[config.mk]
export PLATFORM = sky130hd
export DESIGN_NAME = sha256_sha224_hash_unit
export DESIGN_NICKNAME = d
export VERILOG_FILES = /design/src/rtl/sha_pkg.sv /design/src/rtl/sha_round.sv /design/src/rtl/sha_schedule.sv /design/src/rtl/sha256_sha224_hash_unit.sv
export SDC_FILE = /design/constraint.sdc
export NUM_CORES = 2
export LEC_CHECK = 0
export ABC_CLOCK_PERIOD_IN_PS = 16700
export BUFFER_PORTS_ARGS = -buffer_cell sky130_fd_sc_hd__buf_2
export CORE_AREA = 4 4 270 470
export CTS_BUF_LIST = sky130_fd_sc_hd__clkbuf_16
export DETAILED_ROUTE_END_ITERATION = 6
export DIE_AREA = 0 0 274 474
export GPL_TIMING_DRIVEN = 0
export MAX_ROUTING_LAYER = met4
export PLACE_DENSITY = 0.77
export SLEW_MARGIN = 25
export SYNTH_ARGS = -nofsm -noshare
export SYNTH_HDL_FRONTEND = slang
export SYNTH_SLANG_ARGS = --single-unit
export TNS_END_PERCENT = 50
[constraint.sdc]
create_clock -name clk -period 16.7 [get_ports clk]
set_input_delay 3.34 -clock clk [delete_from_list [all_inputs] [get_ports clk]]
set_output_delay 3.34 -clock clk [all_outputs]
set_load 0.01 [all_outputs]
[src/rtl/sha_pkg.sv]
package sha_pkg;

  localparam int WordW = 32;
  localparam int DefRounds = 64;

  typedef enum logic [2:0] {
    ST_IDLE,
    ST_PAD,
    ST_ROUND,
    ST_ADD,
    ST_EMIT
  } sha_state_t;

  // Round constants
  function automatic logic [31:0] round_k(input logic [5:0] idx);
    logic [31:0] k;
    case (idx)
      6'd0: k = 32'h428a2f98; 6'd1: k = 32'h71374491; 6'd2: k = 32'hb5c0fbcf;
      6'd3: k = 32'he9b5dba5; 6'd4: k = 32'h3956c25b; 6'd5: k = 32'h59f111f1;
      6'd6: k = 32'h923f82a4; 6'd7: k = 32'hab1c5ed5; 6'd8: k = 32'hd807aa98;
      6'd9: k = 32'h12835b01; 6'd10: k = 32'h243185be; 6'd11: k = 32'h550c7dc3;
      6'd12: k = 32'h72be5d74; 6'd13: k = 32'h80deb1fe; 6'd14: k = 32'h9bdc06a7;
      6'd15: k = 32'hc19bf174; 6'd16: k = 32'he49b69c1; 6'd17: k = 32'hefbe4786;
      6'd18: k = 32'h0fc19dc6; 6'd19: k = 32'h240ca1cc; 6'd20: k = 32'h2de92c6f;
      6'd21: k = 32'h4a7484aa; 6'd22: k = 32'h5cb0a9dc; 6'd23: k = 32'h76f988da;
      6'd24: k = 32'h983e5152; 6'd25: k = 32'ha831c66d; 6'd26: k = 32'hb00327c8;
      6'd27: k = 32'hbf597fc7; 6'd28: k = 32'hc6e00bf3; 6'd29: k = 32'hd5a79147;
      6'd30: k = 32'h06ca6351; 6'd31: k = 32'h14292967; 6'd32: k = 32'h27b70a85;
      6'd33: k = 32'h2e1b2138; 6'd34: k = 32'h4d2c6dfc; 6'd35: k = 32'h53380d13;
      6'd36: k = 32'h650a7354; 6'd37: k = 32'h766a0abb; 6'd38: k = 32'h81c2c92e;
      6'd39: k = 32'h92722c85; 6'd40: k = 32'ha2bfe8a1; 6'd41: k = 32'ha81a664b;
      6'd42: k = 32'hc24b8b70; 6'd43: k = 32'hc76c51a3; 6'd44: k = 32'hd192e819;
      6'd45: k = 32'hd6990624; 6'd46: k = 32'hf40e3585; 6'd47: k = 32'h106aa070;
      6'd48: k = 32'h19a4c116; 6'd49: k = 32'h1e376c08; 6'd50: k = 32'h2748774c;
      6'd51: k = 32'h34b0bcb5; 6'd52: k = 32'h391c0cb3; 6'd53: k = 32'h4ed8aa4a;
      6'd54: k = 32'h5b9cca4f; 6'd55: k = 32'h682e6ff3; 6'd56: k = 32'h748f82ee;
      6'd57: k = 32'h78a5636f; 6'd58: k = 32'h84c87814; 6'd59: k = 32'h8cc70208;
      6'd60: k = 32'h90befffa; 6'd61: k = 32'ha4506ceb; 6'd62: k = 32'hbef9a3f7;
      default: k = 32'hc67178f2;
    endcase
    return k;
  endfunction

  // Initial hash values per mode
  function automatic logic [31:0] init_value(input logic mode, input logic [2:0] idx);
    logic [31:0] v;
    case ({mode, idx})
      4'd0: v = 32'h6a09e667; 4'd1: v = 32'hbb67ae85; 4'd2: v = 32'h3c6ef372;
      4'd3: v = 32'ha54ff53a; 4'd4: v = 32'h510e527f; 4'd5: v = 32'h9b05688c;
      4'd6: v = 32'h1f83d9ab; 4'd7: v = 32'h5be0cd19; 4'd8: v = 32'hc1059ed8;
      4'd9: v = 32'h367cd507; 4'd10: v = 32'h3070dd17; 4'd11: v = 32'hf70e5939;
      4'd12: v = 32'hffc00b31; 4'd13: v = 32'h68581511; 4'd14: v = 32'h64f98fa7;
      default: v = 32'hbefa4fa4;
    endcase
    return v;
  endfunction

  function automatic logic [31:0] rotr(input logic [31:0] x, input int r);
    return (x >> r) | (x << (32 - r));
  endfunction

endpackage

[src/rtl/sha_round.sv]
module sha_round (
  input  logic [255:0] vars,
  input  logic [31:0]  w,
  input  logic [31:0]  k,
  output logic [255:0] vars_next
);
  import sha_pkg::*;

  logic [31:0] a, b, c, d, e, f, g, h, t1, t2;

  // One compression round over a..h
  always_comb begin
    {h, g, f, e, d, c, b, a} = vars;
    t1 = h + (rotr(e, 6) ^ rotr(e, 11) ^ rotr(e, 25)) + ((e & f) ^ (~e & g)) + k + w;
    t2 = (rotr(a, 2) ^ rotr(a, 13) ^ rotr(a, 22)) + ((a & b) ^ (a & c) ^ (b & c));
    vars_next = {g, f, e, d + t1, c, b, a, t1 + t2};
  end
endmodule

[src/rtl/sha_schedule.sv]
module sha_schedule (
  input  logic        clk,
  input  logic        load,
  input  logic [31:0] load_word,
  input  logic        shift,
  output logic [31:0] w
);
  import sha_pkg::*;

  logic [31:0] win [16];
  logic [31:0] s0, s1, wnew;

  // Head of the window is the current round word
  always_comb begin
    s0 = rotr(win[1], 7) ^ rotr(win[1], 18) ^ (win[1] >> 3);
    s1 = rotr(win[14], 17) ^ rotr(win[14], 19) ^ (win[14] >> 10);
    wnew = win[0] + s0 + win[9] + s1;
    w = win[0];
  end

  // Shift words in at the tail, one per load or round
  always_ff @(posedge clk) begin
    if (load || shift) begin
      for (int i = 0; i < 15; i++) win[i] <= win[i+1];
      win[15] <= load ? load_word : wnew;
    end
  end
endmodule

[src/rtl/sha256_sha224_hash_unit.sv]
// SHA-256 / SHA-224 hasher. Message words enter on s_axis (tdata: data_word[31:0],
// byte_count[34:32], tuser: last_word); padding is added internally. Padding words
// are written into the message schedule from ST_PAD while input is held off. Every
// 16th word (and each padding-generated block) starts a compression of ROUNDS rounds
// through one shared round unit, followed by the hash add. s_axis_tready is low during
// padding, compression, the hash add and digest output. After the last word the
// digest leaves on m_axis, one beat per cycle while m_axis_tready is high: eight
// words (SHA-256) or seven (SHA-224), tlast on the final one. cfg writes select the
// mode and restart the message; s_axis_tready is held low while cfg_valid is high.
module sha256_sha224_hash_unit #(
  parameter int ROUNDS = sha_pkg::DefRounds
) (
  input  logic        clk,
  input  logic        rst,
  input  logic        cfg_valid,
  output logic        cfg_ready,
  input  logic        cfg_data,
  input  logic        s_axis_tvalid,
  output logic        s_axis_tready,
  input  logic [39:0] s_axis_tdata,   // data_word[31:0], byte_count[34:32], zero fill
  input  logic        s_axis_tuser,   // last_word
  output logic        m_axis_tvalid,
  input  logic        m_axis_tready,
  output logic [31:0] m_axis_tdata,   // digest_word[31:0]
  output logic        m_axis_tlast    // digest_last
);
  import sha_pkg::*;

  localparam int RW = $clog2(ROUNDS);

  sha_state_t state, state_next;
  logic         mode;
  logic [255:0] hs, vars, vars_next;
  logic [3:0]   wcount;
  logic [RW-1:0] rnd;
  logic [63:0]  bitlen;
  logic [1:0]   pad_phase;   // 0 body zeros, 1 length high, 2 length low, 3 marker word
  logic         pad_active;
  logic         final_blk;
  logic [2:0]   out_idx;
  logic         load, shift;
  logic [31:0]  load_word, w;
  logic [31:0]  in_data;
  logic [2:0]   in_cnt, n;
  logic [31:0]  mask, last_word_val, pad_word;
  logic         acc;

  assign in_data = s_axis_tdata[31:0];
  assign in_cnt  = s_axis_tdata[34:32];
  assign n = (in_cnt > 3'd4) ? 3'd4 : in_cnt;
  assign acc = s_axis_tvalid && s_axis_tready;
  assign cfg_ready = (state == ST_IDLE);
  assign s_axis_tready = (state == ST_IDLE) && !cfg_valid;

  // Masked final word with the 0x80 marker
  always_comb begin
    case (n)
      3'd0: begin mask = 32'h0; pad_word = 32'h80000000; end
      3'd1: begin mask = 32'hff000000; pad_word = 32'h00800000; end
      3'd2: begin mask = 32'hffff0000; pad_word = 32'h00008000; end
      3'd3: begin mask = 32'hffffff00; pad_word = 32'h00000080; end
      default: begin mask = 32'hffffffff; pad_word = 32'h0; end
    endcase
    last_word_val = (in_data & mask) | pad_word;
  end

  sha_schedule u_sched (.clk(clk), .load(load), .load_word(load_word),
                        .shift(shift), .w(w));
  sha_round u_round (.vars(vars), .w(w), .k(round_k(rnd[5:0])), .vars_next(vars_next));

  // Sequencer
  always_comb begin
    state_next = state;
    load = 1'b0;
    shift = 1'b0;
    load_word = in_data;
    case (state)
      ST_IDLE: begin
        if (acc) begin
          load = 1'b1;
          load_word = (s_axis_tuser && n != 3'd4) ? last_word_val : in_data;
          if (wcount == 4'd15) state_next = ST_ROUND;
          else if (s_axis_tuser) state_next = ST_PAD;
        end
      end
      ST_PAD: begin
        load = 1'b1;
        load_word = (pad_phase == 2'd3) ? 32'h80000000 :
                    (pad_phase == 2'd1) ? bitlen[63:32] :
                    (pad_phase == 2'd2) ? bitlen[31:0] : 32'h0;
        if (wcount == 4'd15) state_next = ST_ROUND;
      end
      ST_ROUND: begin
        shift = 1'b1;
        if (rnd == RW'(ROUNDS - 1)) state_next = ST_ADD;
      end
      ST_ADD: begin
        if (final_blk) state_next = ST_EMIT;
        else if (pad_active) state_next = ST_PAD;
        else state_next = ST_IDLE;
      end
      ST_EMIT: begin
        if (m_axis_tready && m_axis_tlast) state_next = ST_IDLE;
      end
      default: state_next = ST_IDLE;
    endcase
  end

  always_ff @(posedge clk) begin
    if (rst) state <= ST_IDLE;
    else state <= state_next;
  end

  // Datapath and counters
  always_ff @(posedge clk) begin
    if (rst) begin
      mode <= 1'b0;
      for (int i = 0; i < 8; i++) hs[32*i +: 32] <= init_value(1'b0, 3'(i));
      vars <= '0;
      wcount <= '0;
      rnd <= '0;
      bitlen <= '0;
      pad_phase <= '0;
      pad_active <= 1'b0;
      final_blk <= 1'b0;
      out_idx <= '0;
    end else begin
      if (cfg_valid && cfg_ready) begin
        mode <= cfg_data;
        for (int i = 0; i < 8; i++) hs[32*i +: 32] <= init_value(cfg_data, 3'(i));
        wcount <= '0;
        bitlen <= '0;
      end
      case (state)
        ST_IDLE: if (acc) begin
          wcount <= wcount + 4'd1;
          if (!s_axis_tuser) bitlen <= bitlen + 64'd32;
          else begin
            bitlen <= bitlen + {58'd0, n, 3'd0};
            pad_active <= 1'b1;
            // full last word: marker word still to push
            pad_phase <= (n == 3'd4) ? 2'd3 : ((wcount == 4'd13) ? 2'd1 : 2'd0);
          end
          if (wcount == 4'd15) vars <= hs;
        end
        ST_PAD: begin
          wcount <= wcount + 4'd1;
          case (pad_phase)
            2'd3: pad_phase <= (wcount == 4'd13) ? 2'd1 : 2'd0;
            2'd0: if (wcount == 4'd13) pad_phase <= 2'd1;
            2'd1: pad_phase <= 2'd2;
            default: begin pad_phase <= 2'd0; final_blk <= 1'b1; end
          endcase
          if (wcount == 4'd15) vars <= hs;
        end
        ST_ROUND: begin
          vars <= vars_next;
          rnd <= (rnd == RW'(ROUNDS - 1)) ? '0 : rnd + RW'(1);
        end
        ST_ADD: begin
          for (int i = 0; i < 8; i++) hs[32*i +: 32] <= hs[32*i +: 32] + vars[32*i +: 32];
          out_idx <= '0;
        end
        ST_EMIT: if (m_axis_tready) begin
          out_idx <= out_idx + 3'd1;
          if (m_axis_tlast) begin
            for (int i = 0; i < 8; i++) hs[32*i +: 32] <= init_value(mode, 3'(i));
            bitlen <= '0;
            wcount <= '0;
            final_blk <= 1'b0;
            pad_active <= 1'b0;
          end
        end
        default: ;
      endcase
    end
  end

  // ST_PAD when pad_phase==3 pushes the marker word
  assign m_axis_tvalid = (state == ST_EMIT);
  assign m_axis_tdata  = hs[32*out_idx +: 32];
  assign m_axis_tlast  = (out_idx == (mode ? 3'd6 : 3'd7));
endmodule

==> flow_metrics.tcl, run 1 <==
set metrics [dict create \
    grt_pass1_vias 71600 \
    seq_area_frac_synth_pct 39.4 \
    ys_async_sr_fraction_pct 0 \
    post_cts_buffers 0 \
    grt_max_degree 109 \
    netlist_instances 7540 \
    syn_area_sq_mm 0.0709 \
    clock-sinks 1141 \
    die-height_um 474 \
    ys_types 89 \
    htree_levels 3 \
    synthFlopType "dfxtp_1" \
    port-buffer-count 76 \
    overflow 37 \
    cts_buffer_depth 3 \
    yosysWarningCount 0 \
    cts_hold_buffers 0 \
    core.rowCount 170 \
    synth-edff-count 512 \
    stop_stage "global routing (5_1_grt)" \
    status "aborted with a tool error" \
    synth_fp_nets 8179 \
    error_line "[ERROR GRT-0116] Global routing finished with congestion. Check the congestion regions in the DRC Viewer." \
    cts_made_buffers 105 \
    cts_root_buf "clkbuf_16" \
    dp_cells 9265 \
    syn-mean-instance-area_sq_um 9.40 \
    routabilityCongestion 1.20 \
    ctsResizeCount 0 \
    ys_seq_elements 1141 \
    ios 83 \
    dp_hpwl_mm 279 \
    gr-usage-all-layers_pct 63.5 \
    grt_pass1_wl_mm 565 \
    die_w_um 274 \
    initial_core_util_pct 57.8 \
]
## routing by layer
layer | global-route usage (%) | GRT overflow
met5 | - | -
met2 | 87.2 | 21
met3 | 34.2 | 0
met4 | 72.5 | 15
met1 | 57.9 | 1
## cells by family after synthesis
group / count (synthesis) / synth area share (%)
flops: 1141 / 39.4
compound gates: 2150 / 20.0
fa+ha+maj: 623 / 13.0
simple gates: 2121 / 13.1
xor+xnor: 575 / 7.10
mux: 143 / 3.26
buf+inv: 787 / 4.18
## Yosys cell counts (21+ instances only)
| master | number | share of area [%] |
|---|---|---|
| mux4_2 | 64 | 2.0 |
| inv_1 | 308 | 1.6 |
| and2_1 | 29 | 0.26 |
| o221ai_1 | 66 | 0.82 |
| o21a_1 | 50 | 0.53 |
| a22oi_1 | 43 | 0.46 |
| a21o_1 | 176 | 1.9 |
| xnor2_1 | 401 | 5.0 |
| fa_1 | 196 | 5.5 |
| o21ai_0 | 333 | 2.4 |
| and3_1 | 50 | 0.44 |
| o31ai_1 | 28 | 0.30 |
| buf_1 | 36 | 0.19 |
| a311oi_1 | 255 | 3.1 |
| nor4_1 | 21 | 0.19 |
| xor2_1 | 174 | 2.1 |
| clkbuf_1 | 427 | 2.3 |
| o21bai_1 | 55 | 0.58 |
| nand2_1 | 804 | 4.3 |
| mux2_2 | 64 | 1.0 |
| nor3_1 | 135 | 0.95 |
| o21ai_1 | 98 | 0.69 |
| a221o_1 | 23 | 0.32 |
| or3_1 | 31 | 0.27 |
| a21oi_1 | 629 | 4.4 |
| a211oi_1 | 72 | 0.76 |
| edfxtp_1 | 512 | 22 |
| a31oi_1 | 82 | 0.72 |
| maj3_1 | 31 | 0.44 |
| nor2_1 | 713 | 3.8 |
| a221oi_1 | 22 | 0.27 |
| dfxtp_1 | 629 | 18 |
| o211ai_1 | 40 | 0.42 |
| nand3_1 | 116 | 0.82 |
| ha_1 | 396 | 7.0 |
| nand4_1 | 39 | 0.34 |
| nor2b_1 | 38 | 0.34 |
| nand2b_1 | 62 | 0.55 |
## per-stage QoR
step | hold slack, ns | setup WS (ns) | area (sq um)
2_1_floorplan | 0.400 | 5.22 | 70900
3_5_place_dp | 0.405 | 6.66 | 73800
4_1_cts | 0.396 | 6.62 | 77200
3_3_place_gp | 0.401 | 2.50 | 73300
==> run 2, diff against run 1 <==
- ABC_CLOCK_PERIOD_IN_PS: 16700 -> 21700
- CORE_AREA: 4 4 270 470 -> 4 4 427 429
- CTS_BUF_LIST: sky130_fd_sc_hd__clkbuf_16 -> not set
- DIE_AREA: 0 0 274 474 -> 0 0 431 433
- MAX_ROUTING_LAYER: met4 -> not set
- PLACE_DENSITY: 0.77 -> not set
- PLACE_DENSITY_LB_ADDON: not set -> 0.15
- clock period: 16.7 -> 21.7 ns (I/O delays scaled with it)
==> run 2 against run 1 <==
  * The flow now finishes, with violations (design-rule violations)
  * Synthesized cell count is the same
  * Synthesized area unchanged
==> flow_metrics.tcl, run 2 <==
set metrics [dict create \
    status "complete, but fails checks" \
    failed_checks "design-rule violations" \
    synth_commonest_cells "nand2_1, nor2_1, a21oi_1, dfxtp_1, edfxtp_1" \
    critical_path_arrival_ns 5.88 \
    ant_nets 0 \
    relSlewSlack_pct 14.5 \
    synthTopCellsByArea "edfxtp_1, dfxtp_1, ha_1, fa_1, xnor2_1" \
    setup_viol 0 \
    drt_wl_total_mm 355 \
    yosysWarningCount 0 \
    final_cell_area_sq_mm 0.0795 \
    initial_core_util_pct 39.8 \
    ys_seq_elements 1141 \
    pre_cts_ws_ns 11.50 \
    crit_top_cell "buf_2" \
    drv_cap 0 \
    total_power_mw 7.21 \
    ys_types 89 \
    synthFlopType "dfxtp_1" \
    fin_ws_ns 11.48 \
    drv_slew 0 \
    synth_top_area_share_pct 21.7 \
    hold_path_end "u_sched.win[1][87]" \
    grt_pass1_wl_mm 485 \
    synthSimpleGateAreaFrac_pct 13.1 \
    nets 8418 \
    num_vias 65500 \
    min-delay-start "u_sched.win[1][119]" \
    cp_max_fo 10 \
    path_clk_slew_ns 0.06 \
    ys_async_sr_fraction_pct 0 \
    yosysTopAreaCell "edfxtp_1" \
    reg_top3 "u_sched.win x512, hs x256, vars x256" \
    final_cell_mix "nand2_1, nor2_1, dfxtp_1" \
    post_cts_buffers 0 \
    worstSkewPairLatency_ns 0.84 \
    r2r_end "vars[29]" \
    drive_above_1_share_pct 7.59 \
    overflow 0 \
    antenna_found_initial 29 \
    cp-start-kind "primary input" \
    synth.most_common_cell "nand2_1" \
    min_path_type "flop to flop" \
    synth_compound_area_share_pct 20.0 \
    finalCritPeriodShare_pct 47.1 \
    grt_max_degree 58 \
    registers.top_by_ff_count "u_sched.win" \
    die-height_um 433 \
    rr_startpoint "vars[140]" \
    final_common_cell "nand2_1" \
    final.min_clock_period_ns 10.22 \
    largest_register_ffs 512 \
    cts_made_buffers 138 \
    max-vdd-ir-drop_mv 0.105 \
    synth_top_family_by_area "compound AO/OA/AOI/OAI gates" \
    core-area_sq_mm 0.178 \
    drc 9 \
    cts_tree "done" \
    crit_buf_inv 5 \
    cpPeakStageDelay_ns 0.45 \
    hold_depth 0 \
    cp-end-kind "primary output" \
    synthAdderAreaFrac_pct 13.0 \
    p_leak_nw 30.8 \
    r2r_setup_slack_ns 12.07 \
    power_density_mw_per_mm2 90.7 \
    rsz0062_at_grt "false" \
    postLayoutCoreUtil_pct 44.6 \
    syn2layout_area_growth_pct 12.2 \
    htree_levels 4 \
    ctsResizeCount 0 \
    seq_area_frac_synth_pct 39.4 \
    dp_cells 9994 \
    startpoint "cfg_valid" \
    syn_area_sq_mm 0.0709 \
    worst_path_max_delay_cell "clkbuf_1" \
    tightest_slew_ns 1.28 \
    routedWlPerCell_um 34.6 \
    netlist_instances 7540 \
    synth_mux_area_share_pct 3.26 \
    instances_no_fill 10300 \
    crit_chain "buf_2 > inv_1 > nand2_1 > inv_2 > clkbuf_1 > buf_2" \
    dr.first_iter.drc_count 9316 \
    drt_pass1_iterations 7 \
    dp_hpwl_mm 277 \
    nFillCells 17300 \
    finalClockSkew_ns 0.0903 \
    port-buffer-count 76 \
    gr-usage-all-layers_pct 37.1 \
    synth_xor_area_share_pct 7.10 \
    placed_area_sq_mm 0.0750 \
    clock-sinks 1141 \
    grt_pass1_vias 60600 \
    setup.worst_path.class "primary input to primary output" \
    die_area_sq_mm 0.187 \
    reg2reg_depth 31 \
    die_w_um 431 \
    drt-vias-per-instance 6.39 \
    cts_root_buf "clkbuf_16" \
    synth-edff-count 512 \
    ios 83 \
    synth_fp_nets 8179 \
    cts_buffer_depth 3 \
    core.rowCount 155 \
    fmax_mhz 97.8 \
    hold_viol 0 \
    syn-mean-instance-area_sq_um 9.40 \
    routabilityCongestion 1.05 \
    cp_top_family "buffers and inverters" \
    worstPathRequired_ns 17.36 \
    cts_hold_buffers 0 \
]
run 2: cell counts after synthesis:
No cell type changed its count.
run 2: cells by family after synthesis:
logic type,after synthesis
buffers and inverters,787
multiplexers,143
XOR/XNOR,575
AO/OA/AOI/OAI,2150
flip-flops,1141
AND/OR/NAND/NOR,2121
adder cells (fa/ha/maj),623
run 2: cell type report:
cell class                 instances  area (sq um)  share of cell area [%]
tap                             2355          2950                    3.70
timing repair buffer              99           902                    1.13
inverter                         315          1180                    1.49
clock buffer                     180          3760                    4.73
multi-input combinational       5612         40100                    50.4
buffer                           472          1900                    2.39
antenna                           17          42.5                  0.0535
sequential                      1141         28000                    35.2
clock inverter                    62           743                   0.934
run 2: per-layer routing:
metal	up-vias	global-route usage [%]	part of all wire, %
met5	-	0	0.019
met3	931	10.9	12
li1	27900	-	-
met1	32500	50.9	41
met4	10	22.2	7.1
met2	4182	51.4	40
run 2: metrics by stage:
stage	hold WS, ns	setup TNS (ns)
floorplan	0.400	0
global placement	0.400	-806.41
detailed placement	0.405	0
CTS	0.383	0
global route	0.402	0
finish	0.398	0
run 2: report_power, final:
part,internal (mW),leakage [nW],switching (mW)
Combinational,0.814,18.7,1.43
Sequential,2.50,9.95,0.140
Clock,1.30,2.17,1.03
Total,4.61,30.8,2.60
run 2: how the worst max path moves through the flow:
stage | slack (ns) | end | cells past startpoint
6_report | 11.48 | s_axis_tready | 6
5_1_grt | 11.43 | s_axis_tready | 6
4_1_cts | 11.50 | s_axis_tready | 6
3_5_place_dp | 11.50 | s_axis_tready | 6
3_3_place_gp | -1.63 | u_sched.win[0][46] | 9
2_1_floorplan | 3.99 | u_sched.win[0][0] | 8
Power figures use the tool's default switching activity.
